## src/rtl/stbs_pkg.sv

```systemverilog
// Shared constants, codes and handshake types for the sorted key table.
package stbs_pkg;

    localparam int KEY_W           = 34;
    localparam int INDEX_W         = 10;
    localparam int STATUS_W        = 2;
    localparam int TABLE_DEPTH_DEF = 1024;
    localparam int S_TDATA_W       = 40;
    localparam int M_TDATA_W       = 16;
    localparam int M_PAD_W         = M_TDATA_W - INDEX_W - STATUS_W;

    localparam logic KIND_INSERT = 1'b0;
    localparam logic KIND_FIND   = 1'b1;

    typedef enum logic [STATUS_W-1:0] {
        ST_INSERTED = 2'd0,
        ST_FOUND    = 2'd1,
        ST_MISSING  = 2'd2,
        ST_FULL     = 2'd3
    } status_t;

    typedef struct packed {
        logic             start;
        logic [KEY_W-1:0] key;
    } search_req_t;

    typedef struct packed {
        logic               done;
        logic               hit;
        logic [INDEX_W-1:0] index;
    } search_rsp_t;

endpackage

```

## src/rtl/stbs_search.sv

```systemverilog
// Binary search sequencer: one table read and one key compare per probe.
module stbs_search import stbs_pkg::*; #(
    parameter int TABLE_DEPTH = TABLE_DEPTH_DEF
) (
    input  logic                               aclk,
    input  logic                               aresetn,
    input  search_req_t                        req,
    input  logic [$clog2(TABLE_DEPTH+1)-1:0]   entry_count,
    output logic [$clog2(TABLE_DEPTH)-1:0]     rd_addr,
    input  logic [KEY_W-1:0]                   rd_data,
    output search_rsp_t                        rsp
);

    localparam int CNT_W = $clog2(TABLE_DEPTH + 1);
    localparam int IDX_W = $clog2(TABLE_DEPTH);

    typedef enum logic [1:0] {
        S_IDLE,
        S_PROBE,
        S_CMP
    } state_t;

    state_t                   state_reg;
    logic [CNT_W-1:0]         lo_reg;
    logic [CNT_W-1:0]         end_reg;
    logic [CNT_W-1:0]         mid_reg;
    logic [KEY_W-1:0]         key_reg;
    search_rsp_t              rsp_reg;

    logic                     live;
    logic [CNT_W-1:0]         span;
    logic [CNT_W-1:0]         mid;
    logic [CNT_W+INDEX_W-1:0] mid_wide;

    assign live     = lo_reg < end_reg;
    assign span     = end_reg - lo_reg - CNT_W'(1);
    assign mid      = lo_reg + (span >> 1);
    assign rd_addr  = mid[IDX_W-1:0];
    assign mid_wide = {{INDEX_W{1'b0}}, mid_reg};
    assign rsp      = rsp_reg;

    always_ff @(posedge aclk) begin
        if (!aresetn) begin
            state_reg <= S_IDLE;
            rsp_reg   <= '0;
        end else begin
            case (state_reg)
                S_IDLE: begin
                    rsp_reg.done <= 1'b0;
                    if (req.start) begin
                        key_reg   <= req.key;
                        lo_reg    <= '0;
                        end_reg   <= entry_count;
                        state_reg <= S_PROBE;
                    end
                end
                S_PROBE: begin
                    if (live) begin
                        mid_reg   <= mid;
                        state_reg <= S_CMP;
                    end else begin
                        rsp_reg.done  <= 1'b1;
                        rsp_reg.hit   <= 1'b0;
                        rsp_reg.index <= '0;
                        state_reg     <= S_IDLE;
                    end
                end
                S_CMP: begin
                    if (rd_data == key_reg) begin
                        rsp_reg.done  <= 1'b1;
                        rsp_reg.hit   <= 1'b1;
                        rsp_reg.index <= mid_wide[INDEX_W-1:0];
                        state_reg     <= S_IDLE;
                    end else if (rd_data < key_reg) begin
                        lo_reg    <= mid_reg + CNT_W'(1);
                        state_reg <= S_PROBE;
                    end else begin
                        end_reg   <= mid_reg;
                        state_reg <= S_PROBE;
                    end
                end
                default: begin
                    rsp_reg.done <= 1'b0;
                    state_reg    <= S_IDLE;
                end
            endcase
        end
    end

endmodule
```

## config.mk

```make
export PLATFORM = sky130hd
export DESIGN_NAME = stbs_search
export DESIGN_NICKNAME = d
export VERILOG_FILES = /design/src/rtl/stbs_pkg.sv /design/src/rtl/stbs_search.sv
export SDC_FILE = /design/constraint.sdc
export NUM_CORES = 1
export LEC_CHECK = 0
export BUFFER_PORTS_ARGS = -buffer_cell sky130_fd_sc_hd__buf_2
export CAP_MARGIN = 20
export CORE_MARGIN = 8
export CORE_UTILIZATION = 50
export CTS_CLUSTER_DIAMETER = 80
export CTS_CLUSTER_SIZE = 25
export DETAILED_ROUTE_END_ITERATION = 8
export PLACE_DENSITY_LB_ADDON = 0.3
export SLEW_MARGIN = 20
export SYNTH_ARGS = -nofsm -noshare
export SYNTH_HDL_FRONTEND = slang
export SYNTH_SLANG_ARGS = --single-unit
export TNS_END_PERCENT = 100
```

## constraint.sdc

```tcl
create_clock -name aclk -period 3.4 [get_ports aclk]
set_clock_uncertainty 0.05 [all_clocks]
set_input_delay 0.17 -clock aclk [delete_from_list [all_inputs] [get_ports aclk]]
set_output_delay 0.17 -clock aclk [all_outputs]
set_load 0.02 [all_outputs]
```

==> run_results.csv <==
group,metric,value,unit
sta,worst_pin_slew,0.698,ns
setup_path,cp_slowest_cell,"edfxtp_1",
sta,worst_slew_margin_rel,53.4,%
sta,finalSetupViolations,3,
setup_path,end_kind,"output pin",
pwr,cellPowerDensity,481,nW/um^2
synth,yosysSeqAreaShare,44.3,%
placed_design,place_hpwl,8880,um
clock_tree,cts_tree,"yes",
floorplan,start_util,50.8,%
placed_design,placed_area,5780,um^2
route,wl_per_cell,16.3,um
cells_and_area,num_antenna_cells,0,
global_routing,track_usage,17.8,%
placed_design,place.port_buffers,103,
cells_and_area,fin_util,64.9,%
synth,synth_top_area_share,38.8,%
clock_tree,cts_root_buffer,"clkbuf_8",
global_routing,grt_use_met3,5.85,%
hold_path,hp-class,"input port to flop",
cells_and_area,fillCellCount,760,
cells_and_area,fin_area,6610,um^2
outcome,violations,"negative setup slack",
clock_tree,clk_latency,0.35,ns
sta,timing.hold.ws,0.0706,ns
sta,fmax,0.281,GHz
clock_tree,cts.htree.levels,3,
sta,maxSlewViolCount,0,
synth,synth.most_common_cell,"ha_1",
global_routing,first_global_vias,4252,
route,dr.first_iter.drc_count,221,
setup_path,arrival,3.34,ns
placed_design,place_congestion,0.846,
setup_path,cp_common_cell,"a21o_1",
clock_tree,clk_path_buf_depth,2,
cells_and_area,largest_register_ffs,34,
sta,min_period,3.56,ns
setup_path,cp.required,3.18,ns
sta,fin_crit_sh,105,%
cells_and_area,final_net_count,778,
setup_path,slowest_delay,0.45,ns
synth,synth_cell_types,55,
global_routing,grt_remaining_overflow,0,
clock_tree,numClockSinks,81,
synth,synth-edff-count,67,
global_routing,grt_max_degree,35,
setup_path,startpoint_type,"flop",
flow_run,cap_violations,0,
setup_path,ff2ff_setup_slack,0.13,ns
cells_and_area,drive_above_1_share,30.2,%
setup_path,crit_type,"flop to output pin",
global_routing,grt_pass1_wl,20200,um
setup_path,crit_fanout,6,
global_routing,grt.busiest_layer,"met2",
synth,synthTopCellsByArea,"edfxtp_1 (39%), ha_1 (17%), dfxtp_1 (5.4%), inv_1 (4.6%), xnor2_1 (2.9%)",
route,ant_nets,0,
route,drc_errors,0,
clock_tree,cts.reportedPaths.clkPinSlew,0.08,ns
synth,synthTopCellsByCount,"ha_1 (69), edfxtp_1 (67), inv_1 (64), a21oi_1 (25)",
global_routing,use_met1,19.4,%
pwr,total_leakage_power,2.99,nW
synth,synth_seq_cells,81,
global_routing,antenna_found_initial,0,
route,first_pass_iters,4,
floorplan,die_w,118,um
synth,async_flop_share,0,%
floorplan,core_area,10200,um^2
sta,final.setup.worst_slack,-0.157,ns
synth,yosys_warnings,0,
outcome,status,"finished, violations left",
synth,synth.largest_area_cell,"edfxtp_1",
route,vias_per_cell,5.13,
floorplan,rows,37,
synth,syn_nets,627,
setup_path,path_buf_inv,2,
floorplan,die_h,118,um
clock_tree,numCtsBuffers,9,
pwr,ir_drop,0.000308,V
synth,syn_area,5180,um^2
sta,finalHoldViolCount,0,
synth,synthFlopType,"edfxtp_1",
setup_path,crit_family,"compound AO/OA/AOI/OAI gates",
synth,syn_inst,474,
floorplan,fp.dieArea,13900,um^2
floorplan,ioPinCount,104,
cells_and_area,areaGrowthSynthToFinish,27.5,%
route,drt-total-wl,12500,um
placed_design,post-place-ws,0.0174,ns
setup_path,crit_chain,"inv_2 -> ha_4 -> a21o_1 -> a21o_1 -> a221oi_2 -> xnor2_1 -> ha_2 -> or2_4 -> o31a_1 -> a31oi_2 -> o21ai_2 -> xor2_1 -> buf_4",
synth,synth_area_per_cell,10.9,um^2
global_routing,grt_use_met2,32.2,%
sta,rsz0062_at_grt,"true",
route,vias,3931,
==> per-layer routing <==
| metal | wire length [um] | share of wire, % |
|---|---|---|
| met1 | 5000 | 40 |
| met3 | 859 | 6.9 |
| met2 | 6450 | 52 |
| met5 | 0 | 0 |
| met4 | 164 | 1.3 |
==> through the flow <==
| step | setup TNS [ns] | instances | power (mW) |
|---|---|---|---|
| floorplan | 0 | 474 | 2.00 |
| global placement | -0.000747 | 700 | 2.16 |
| detailed placement | 0 | 700 | 2.18 |
| CTS | -0.301 | 757 | 3.07 |
| global route | -0.856 | 766 | 3.33 |
| finish | -0.289 | 766 | 3.18 |
==> power breakdown <==
part           internal, mW  switching, mW
sequential             1.17         0.0426
combinational         0.546          0.667
clock                 0.407          0.340
==> layout by cell type, fill, tap and decap left out, types with 3 or more instances in the layout <==
cell type      synthesis  final
mux2_2                11     11
ha_1                  69     64
a21o_1                 7      7
ha_4                   0      3
nor3_1                 4      4
a21boi_0               3      3
buf_2                  0     99
and2_1                10     10
edfxtp_1              67     67
nand2_1               22     21
nor2_1                21     20
dfxtp_1               14     14
nand3_1               22     22
xor2_1                 8      8
xnor2_1               17     15
o21ai_2                1      4
clkinv_2               0      5
inv_1                 64     61
o21a_1                 4      4
inv_2                  0      3
dlygate4sd3_1          0     34
nor2b_1                7      5
buf_4                 10     27
nand4_1                5      5
a21oi_1               25     22
clkbuf_8               0      9
nand4_2                3      3
o211ai_1               4      4
and3_1                 8      8
mux2i_1               12     12
o21bai_1               3      3
o21ai_0               11      7
==> area by class of cell <==
cell class | count | area [um^2] | share of cell area (%)
multi-input cells | 308 | 2640 | 40.0
clock buffers | 9 | 124 | 1.88
clock inverters | 7 | 85.1 | 1.29
repair buffers | 161 | 1050 | 15.9
flip-flops and latches | 81 | 2290 | 34.7
inverters | 64 | 240 | 3.64
well taps | 136 | 170 | 2.58
==> worst reg2reg max path, delay by kind of cell (launching register included) <==
| kind | cells | cell delay, ns |
|---|---|---|
| xor gates and xnor gates | 2 | 0.26 |
| DFF | 1 | 0.44 |
| buffers and inverters | 3 | 0.42 |
| and+or+nand+nor | 2 | 0.21 |
| AOI/OAI and AO/OA | 6 | 0.91 |
| adders and majority gates | 2 | 0.73 |
==> worst paths after layout <==
kind,startpoint,end,cells past startpoint
max,lo_reg[4],rd_addr[9],13
min,entry_count[2],end_reg[2],2
max reg2reg,lo_reg[1],mid_reg[10],15
min reg2reg,rsp[10],rsp[10],2
==> cells by family (layout without fill, tap and decap cells) <==
| kind of cell | count (synthesis) | in the layout | share of synthesized area [%] |
|---|---|---|---|
| DFF | 81 | 81 | 44.3 |
| buffers and inverters | 85 | 241 | 7.34 |
| adders and majority gates | 71 | 71 | 17.4 |
| AOI/OAI and AO/OA | 75 | 75 | 9.78 |
| and+or+nand+nor | 114 | 114 | 12.2 |
| xor gates and xnor gates | 25 | 25 | 4.23 |
| muxes | 23 | 23 | 4.71 |
==> what timing repair did <==
item,4_1_cts,5_1_grt
pin swaps,18,7
endpoints found under the hold margin,34,0
gates resized for setup,24,15
hold buffers,34,0
endpoints found under the setup margin,5,6
buffers inserted,7,9
Power figures use the tool's default switching activity.
