$ cat config.mk
export PLATFORM = sky130hd
export DESIGN_NAME = stbs_ram
export DESIGN_NICKNAME = d
export VERILOG_FILES = /design/src/rtl/stbs_ram.sv
export SDC_FILE = /design/constraint.sdc
export NUM_CORES = 1
export LEC_CHECK = 0
export BUFFER_PORTS_ARGS = -buffer_cell sky130_fd_sc_hd__buf_4
export CORE_ASPECT_RATIO = 1.2
export CORE_MARGIN = 4
export CORE_UTILIZATION = 55
export CTS_CLUSTER_DIAMETER = 60
export DETAILED_ROUTE_END_ITERATION = 7
export PLACE_DENSITY = 0.73
export SYNTH_ARGS = -nofsm -noshare
export SYNTH_HDL_FRONTEND = slang
export SYNTH_SLANG_ARGS = --single-unit
$ cat constraint.sdc
create_clock -name aclk -period 5.46 [get_ports aclk]
set_input_delay 1.092 -clock aclk [delete_from_list [all_inputs] [get_ports aclk]]
set_output_delay 1.092 -clock aclk [all_outputs]
set_load 0.02 [all_outputs]
$ cat src/rtl/stbs_ram.sv
// Generic single-port-write, registered-read RAM.
module stbs_ram #(
    parameter int WIDTH = 8,
    parameter int DEPTH = 16
) (
    input  logic                     aclk,
    input  logic                     wr_en,
    input  logic [$clog2(DEPTH)-1:0] wr_addr,
    input  logic [WIDTH-1:0]         wr_data,
    input  logic [$clog2(DEPTH)-1:0] rd_addr,
    output logic [WIDTH-1:0]         rd_data
);

    logic [WIDTH-1:0] mem [DEPTH];
    logic [WIDTH-1:0] rd_data_reg;

    always_ff @(posedge aclk) begin
        if (wr_en) begin
            mem[wr_addr] <= wr_data;
        end
        rd_data_reg <= mem[rd_addr];
    end

    assign rd_data = rd_data_reg;

endmodule

==> flow_metrics.env, run 1 <==
export IMPL_startpoint="wr_addr[2]"
export IMPL_slew_limit_headroom_pct=31.0
export IMPL_overflow=0
export IMPL_path_max_fanout=8
export IMPL_synthTopCellsByArea="edfxtp_1, mux4_2, mux4_1"
export IMPL_syn_to_final_growth_pct=18.5
export IMPL_vdd_drop_max_mv=0.302
export IMPL_rsz0062_at_grt="no"
export IMPL_wl_per_cell_um=23.7
export IMPL_portBuffers=25
export IMPL_leakage_nw=2.06
export IMPL_drt_pass1_iter_count=4
export IMPL_fin_crit_ns=2.39
export IMPL_tightest_slew_ns=1.03
export IMPL_path_class="input pin to flop"
export IMPL_hold_buffers=0
export IMPL_cts_setup_buffers=0
export IMPL_synth_top_cell_by_area="edfxtp_1"
export IMPL_vias_per_cell=6.04
export IMPL_yosysSeqAreaShare_pct=77.8
export IMPL_row_count=38
export IMPL_critPathCaptureType="flop"
export IMPL_grt_pass1_wl_um=14700
export IMPL_ys_types=19
export IMPL_dp_final_hpwl_um=5620
export IMPL_grt_pass1_vias=2513
export IMPL_dp_cells=367
export IMPL_wl_um=9470
export IMPL_worstReg2RegEnd="rd_data[5]$_DFF_P_"
export IMPL_die_x_um=96.3
export IMPL_avgSynthCellArea_um2=22.5
export IMPL_clkLatencyLatePin_ns=0.52
export IMPL_clock_sinks=136
export IMPL_cp_start_kind="input pin"
export IMPL_cap_violations=0
export IMPL_rr_worst_depth=3
export IMPL_yosysTopAreaCellShare_pct=74.7
export IMPL_seq_area_um2=4000
export IMPL_min_from="mem[15][2]$_DFFE_PP_"
export IMPL_instances_no_fill=399
export IMPL_h_tree_depth=4
export IMPL_layout_common_cells="edfxtp_1, buf_4, mux4_2"
export IMPL_timing_fmax_mhz=419
export IMPL_cts_repair_resized=0
export IMPL_endpoint="mem[0][7]$_DFFE_PP_"
export IMPL_cts_tree="yes"
export IMPL_worstReg2RegStart="mem[1][5]$_DFFE_PP_"
export IMPL_multi_input_area_um2=1060
export IMPL_grt_util_all_layers_pct=19.9
export IMPL_setup_viol=0
export IMPL_final_common_cell="edfxtp_1"
export IMPL_path_clk_slew_ns=0.06
export IMPL_drc_errors=0
export IMPL_cts_root_buf="clkbuf_8"
export IMPL_syn_num_nets=247
export IMPL_core_um2=9080
export IMPL_die_h_um=114
export IMPL_largest_reg_flops=128
export IMPL_clk_path_buf_depth=2
export IMPL_fin_nets=284
export IMPL_grt_max_degree=33
export IMPL_fin_skew_ns=0.00638
export IMPL_fillers=557
export IMPL_period_share_pct=43.7
export IMPL_final_layout_size_suffix_gt1_share_pct=28.3
export IMPL_antenna_left=0
export IMPL_antenna_found_initial=0
export IMPL_hold_path_class="flop to flop"
export IMPL_final_hold_viol_count=0
export IMPL_synthCells=229
export IMPL_fp_dieArea_um2=11000
export IMPL_syn_area_um2=5150
export IMPL_n_antenna_cell=0
export IMPL_synth_seq_cells=136
export IMPL_vias=2410
export IMPL_setup_tns_ns=0
export IMPL_power_density_nw_per_um2=423
export IMPL_yosys_warnings=0
export IMPL_cts_buffers=17
export IMPL_critPathArrivalTime_ns=2.53
export IMPL_start_util_pct=56.7
export IMPL_gp_congestion=0.802
export IMPL_slew_viol_final=0
export IMPL_ios=26
export IMPL_first_iter_violations=180
export IMPL_outcome="finished, final reports clean"
export IMPL_cp_required_ns=5.60
export IMPL_reg2reg_slack_ns=4.10
-- synth_stat cells --
library cell and number:
nand2_1 9, or3b_2 1, buf_4 1, nand2b_1 2
edfxtp_1 128, mux4_2 18, mux4_1 14, nand3b_1 2
and2_1 1, buf_6 3, dfxtp_1 8, nor3_1 4
buf_2 3, and2b_1 1, nor2b_1 1, a22oi_1 16
clkdlybuf4s25_2 3, nand3_1 1, nor2_1 13
-- power breakdown --
group	leakage [nW]	switching, mW	total [mW]	internal (mW)
Combinational	0.507	0.0672	0.116	0.0493
Sequential	1.22	0.00651	1.17	1.17
Clock	0.334	0.404	1.29	0.888
-- metrics by stage --
step | worst slack (ns) | util, % | hold WS (ns) | total power [mW] | area [um^2]
2_1_floorplan | 2.88 | - | 0.629 | 1.26 | 5150
3_3_place_gp | 2.55 | 59.7 | 0.645 | 1.31 | 5420
3_5_place_dp | 2.54 | 59.7 | 0.653 | 1.31 | 5420
4_1_cts | 3.09 | 67.2 | 0.662 | 2.59 | 6100
5_1_grt | 2.94 | 67.2 | 0.688 | 2.66 | 6100
6_report | 3.07 | 67.2 | 0.657 | 2.58 | 6100
-- cell type report --
class                      count  area share (%)
clock buffer                  18            7.01
multi-input combinational     83            17.3
tap                          120            2.46
clock inverter                14            4.12
sequential                   136            65.6
timing repair buffer          28            3.45
-- worst min path at each step --
stage / to / slack (ns) / cells past startpoint
6_report: rd_data[2]$_DFF_P_ / 0.66 / 3
5_1_grt: rd_data[2]$_DFF_P_ / 0.69 / 3
4_1_cts: rd_data[2]$_DFF_P_ / 0.66 / 3
3_5_place_dp: rd_data[2]$_DFF_P_ / 0.65 / 3
3_3_place_gp: rd_data[3]$_DFF_P_ / 0.65 / 3
2_1_floorplan: rd_data[0]$_DFF_P_ / 0.63 / 3
-- cells by family after synthesis --
family	Yosys count	share of synthesized area (%)
flip-flops	136	77.8
buffers and inverters	10	1.68
AND/OR/NAND/NOR	35	3.18
AO/OA/AOI/OAI	16	2.33
multiplexers	32	15.0
-- layer usage --
layer | vias up | track usage [%] | share of wire, %
met3 | 14 | 8.11 | 6.5
met1 | 1232 | 25.7 | 40
met4 | 0 | 7.02 | 1.9
met5 | - | 0 | 0
li1 | 1048 | - | -
met2 | 116 | 30.7 | 52
-- critical path, stage by stage --
cell,delay [ns]
buf_4,0.12
or3b_2,0.51
nor3_1,0.81
Power figures use the tool's default switching activity.
==> inputs of run 2 (changes only) <==
--- a/config.mk
+++ b/config.mk
@@ -5,13 +5,14 @@
 export SDC_FILE = /design/constraint.sdc
 export NUM_CORES = 1
 export LEC_CHECK = 0
+export ABC_AREA = 1
 export BUFFER_PORTS_ARGS = -buffer_cell sky130_fd_sc_hd__buf_4
 export CORE_ASPECT_RATIO = 1.2
 export CORE_MARGIN = 4
 export CORE_UTILIZATION = 55
 export CTS_CLUSTER_DIAMETER = 60
 export DETAILED_ROUTE_END_ITERATION = 7
-export PLACE_DENSITY = 0.73
+export PLACE_DENSITY = 0.75
 export SYNTH_ARGS = -nofsm -noshare
 export SYNTH_HDL_FRONTEND = slang
 export SYNTH_SLANG_ARGS = --single-unit
==> constraint.sdc (replaced) <==
create_clock -name aclk -period 2.1 [get_ports aclk]
set_input_delay 0.42 -clock aclk [delete_from_list [all_inputs] [get_ports aclk]]
set_output_delay 0.42 -clock aclk [all_outputs]
set_load 0.02 [all_outputs]
==> run 2 against run 1 <==
Against the previous run: area after synthesis grew 12%; clock power up 100%; sequential power increased to 2.6 times the previous value; routed wire length increased by 30%; register-to-register slack worse by 3.0 ns; combinational power grew to 3.4 times the previous value; via count grew 59%; critical endpoint is now rd_data[4]; highest routed layer unchanged.
==> flow_metrics.env, run 2 <==
export IMPL_wl_per_cell_um=16.8
export IMPL_tightest_slew_ns=0.642
export IMPL_path_class="flop to output pin"
export IMPL_postLayoutCellArea_um2=6640
export IMPL_synthTopCellsByCount="nand2_1, edfxtp_1, inv_1"
export IMPL_slew_viol_final=0
export IMPL_hold_path_class="input pin to flop"
export IMPL_synthCells=551
export IMPL_critPathTopFamily="flip-flops"
export IMPL_yosys_area_share_adder_pct=0
export IMPL_fp_dieArea_um2=12200
export IMPL_grt_max_degree=65
export IMPL_timing_fmax_mhz=753
export IMPL_setup_tns_ns=0
export IMPL_synthXorXnorAreaFrac_pct=0
export IMPL_path_buf_inv=1
export IMPL_start_util_pct=57.0
export IMPL_vias=3840
export IMPL_p_total_mw=6.06
export IMPL_cap_violations=0
export IMPL_max_stage_delay_ns=0.35
export IMPL_outcome="finished, final reports clean"
export IMPL_h_tree_depth=4
export IMPL_pre_cts_ws_ns=0.470
export IMPL_worstReg2RegStart="mem[3][7]$_DFFE_PP_"
export IMPL_rsz0062_at_grt="no"
export IMPL_leakage_nw=2.89
export IMPL_critPathArrivalTime_ns=0.91
export IMPL_ios=26
export IMPL_syn_to_final_growth_pct=15.1
export IMPL_portBuffers=25
export IMPL_avgSynthCellArea_um2=10.5
export IMPL_n_antenna_cell=0
export IMPL_gp_congestion=0.883
export IMPL_period_share_pct=63.2
export IMPL_critPathCaptureType="output pin"
export IMPL_cp_start_kind="flop"
export IMPL_fin_nets=608
export IMPL_slowest_stage="dfxtp_1"
export IMPL_cts_tree="yes"
export IMPL_synth_edff_count=128
export IMPL_slew_limit_headroom_pct=57.1
export IMPL_cts_setup_buffers=0
export IMPL_dpl_cell_area_um2=6110
export IMPL_clock_sinks=136
export IMPL_synthMuxAreaShare_pct=0
export IMPL_synthFlopType="edfxtp_1"
export IMPL_final_common_cell="nand2_1"
export IMPL_cts_buffers=17
export IMPL_clkLatencyLatePin_ns=0.41
export IMPL_grt_pass1_wl_um=19500
export IMPL_setup_ws_ns=0.772
export IMPL_fin_crit_ns=1.33
export IMPL_yosysSeqAreaShare_pct=69.4
export IMPL_die_x_um=101
export IMPL_synth_top_family_by_area="simple AND/OR/NAND/NOR gates"
export IMPL_synthTopCellsByArea="edfxtp_1, nand2_1, nand3_1"
export IMPL_vias_per_cell=5.27
export IMPL_ys_types=12
export IMPL_cts_root_buf="clkbuf_16"
export IMPL_clk_path_buf_depth=2
export IMPL_dp_final_hpwl_um=7330
export IMPL_yosys_warnings=0
export IMPL_syn_num_nets=569
export IMPL_syn_area_um2=5770
export IMPL_startpoint="rd_data[4]$_DFF_P_"
export IMPL_grt_util_all_layers_pct=21.9
export IMPL_async_flop_share_pct=0
export IMPL_synth_top_cell_by_area="edfxtp_1"
export IMPL_drt_pass1_iter_count=5
export IMPL_layout_common_cells="nand2_1, edfxtp_1, inv_1"
export IMPL_overflow=0
export IMPL_synth_most_common_cell="nand2_1"
export IMPL_path_max_fanout=1
export IMPL_vdd_drop_max_mv=0.645
export IMPL_path_clk_slew_ns=0.06
export IMPL_antenna_left=0
export IMPL_die_h_um=120
export IMPL_wl_um=12300
export IMPL_drc_errors=0
export IMPL_row_count=40
export IMPL_final_layout_size_suffix_gt1_share_pct=11.6
export IMPL_cp_required_ns=1.68
export IMPL_cts_repair_resized=0
export IMPL_yosysTopAreaCellShare_pct=66.7
export IMPL_crit_chain="buf_4"
export IMPL_setup_viol=0
export IMPL_power_density_nw_per_um2=914
export IMPL_core_um2=10100
export IMPL_final_hold_viol_count=0
export IMPL_synth_simple_area_share_pct=21.0
export IMPL_fin_skew_ns=0.00685
export IMPL_grt_pass1_vias=3788
export IMPL_first_iter_violations=273
export IMPL_min_from="wr_data[7]"
export IMPL_synth_compound_gate_area_share_pct=0
export IMPL_largest_reg_flops=128
export IMPL_hold_buffers=0
export IMPL_synth_seq_cells=136
export IMPL_antenna_found_initial=0
==> run 2: cell types whose count changed in the layout (fill, tap and decap cells not counted), moves of 6 or more <==
cell,before,now
a22oi_1,16,0
buf_4,28,42
bufinv_16,7,1
inv_1,0,100
mux4_1,14,0
mux4_2,18,0
nand2_1,9,173
nand3_1,1,97
==> run 2: final cells by class <==
cell class                      count  area, um^2
Sequential cell                   136        4000
Fill cell                         758        3470
Multi-Input combinational cell    289        1210
Clock buffer                       21         440
Inverter                          102         383
Timing Repair Buffer               44         355
Tap cell                          126         158
Clock inverter                     11        82.6
==> run 2: kinds of logic after synthesis <==
kind of cell	count (synthesis)
buf+inv	126
flops	136
simple gates	289
==> run 2: worst paths after layout <==
check | to | slack [ns] | cells after the start
setup reg to reg | rd_data[7]$_DFF_P_ | 1.10 | 6
hold / removal | mem[3][7]$_DFFE_PP_ | 0.33 | 1
setup / recovery | rd_data[4] | 0.77 | 1
hold reg to reg | rd_data[0]$_DFF_P_ | 0.65 | 6
==> run 2: stage by stage <==
stage	utilization (%)	std cells	hold WS, ns
floorplan	-	551	0.519
global placement	60.5	697	0.631
detailed placement	60.5	697	0.638
CTS	65.6	729	0.320
global route	65.6	729	0.328
finish	65.6	729	0.335
==> run 2: where the power goes <==
part | switching, mW | internal, mW
registers | 0.0196 | 3.04
clock network | 1.02 | 1.60
logic | 0.266 | 0.127
total | 1.30 | 4.76
==> run 2: layer usage <==
layer	part of all wire [%]	track usage [%]	up-vias	wire [um]
li1	-	-	1850	-
met1	41	28.0	1842	5080
met2	51	35.6	128	6290
met3	5.4	5.60	20	665
met4	1.9	8.56	0	228
met5	0	0	-	0
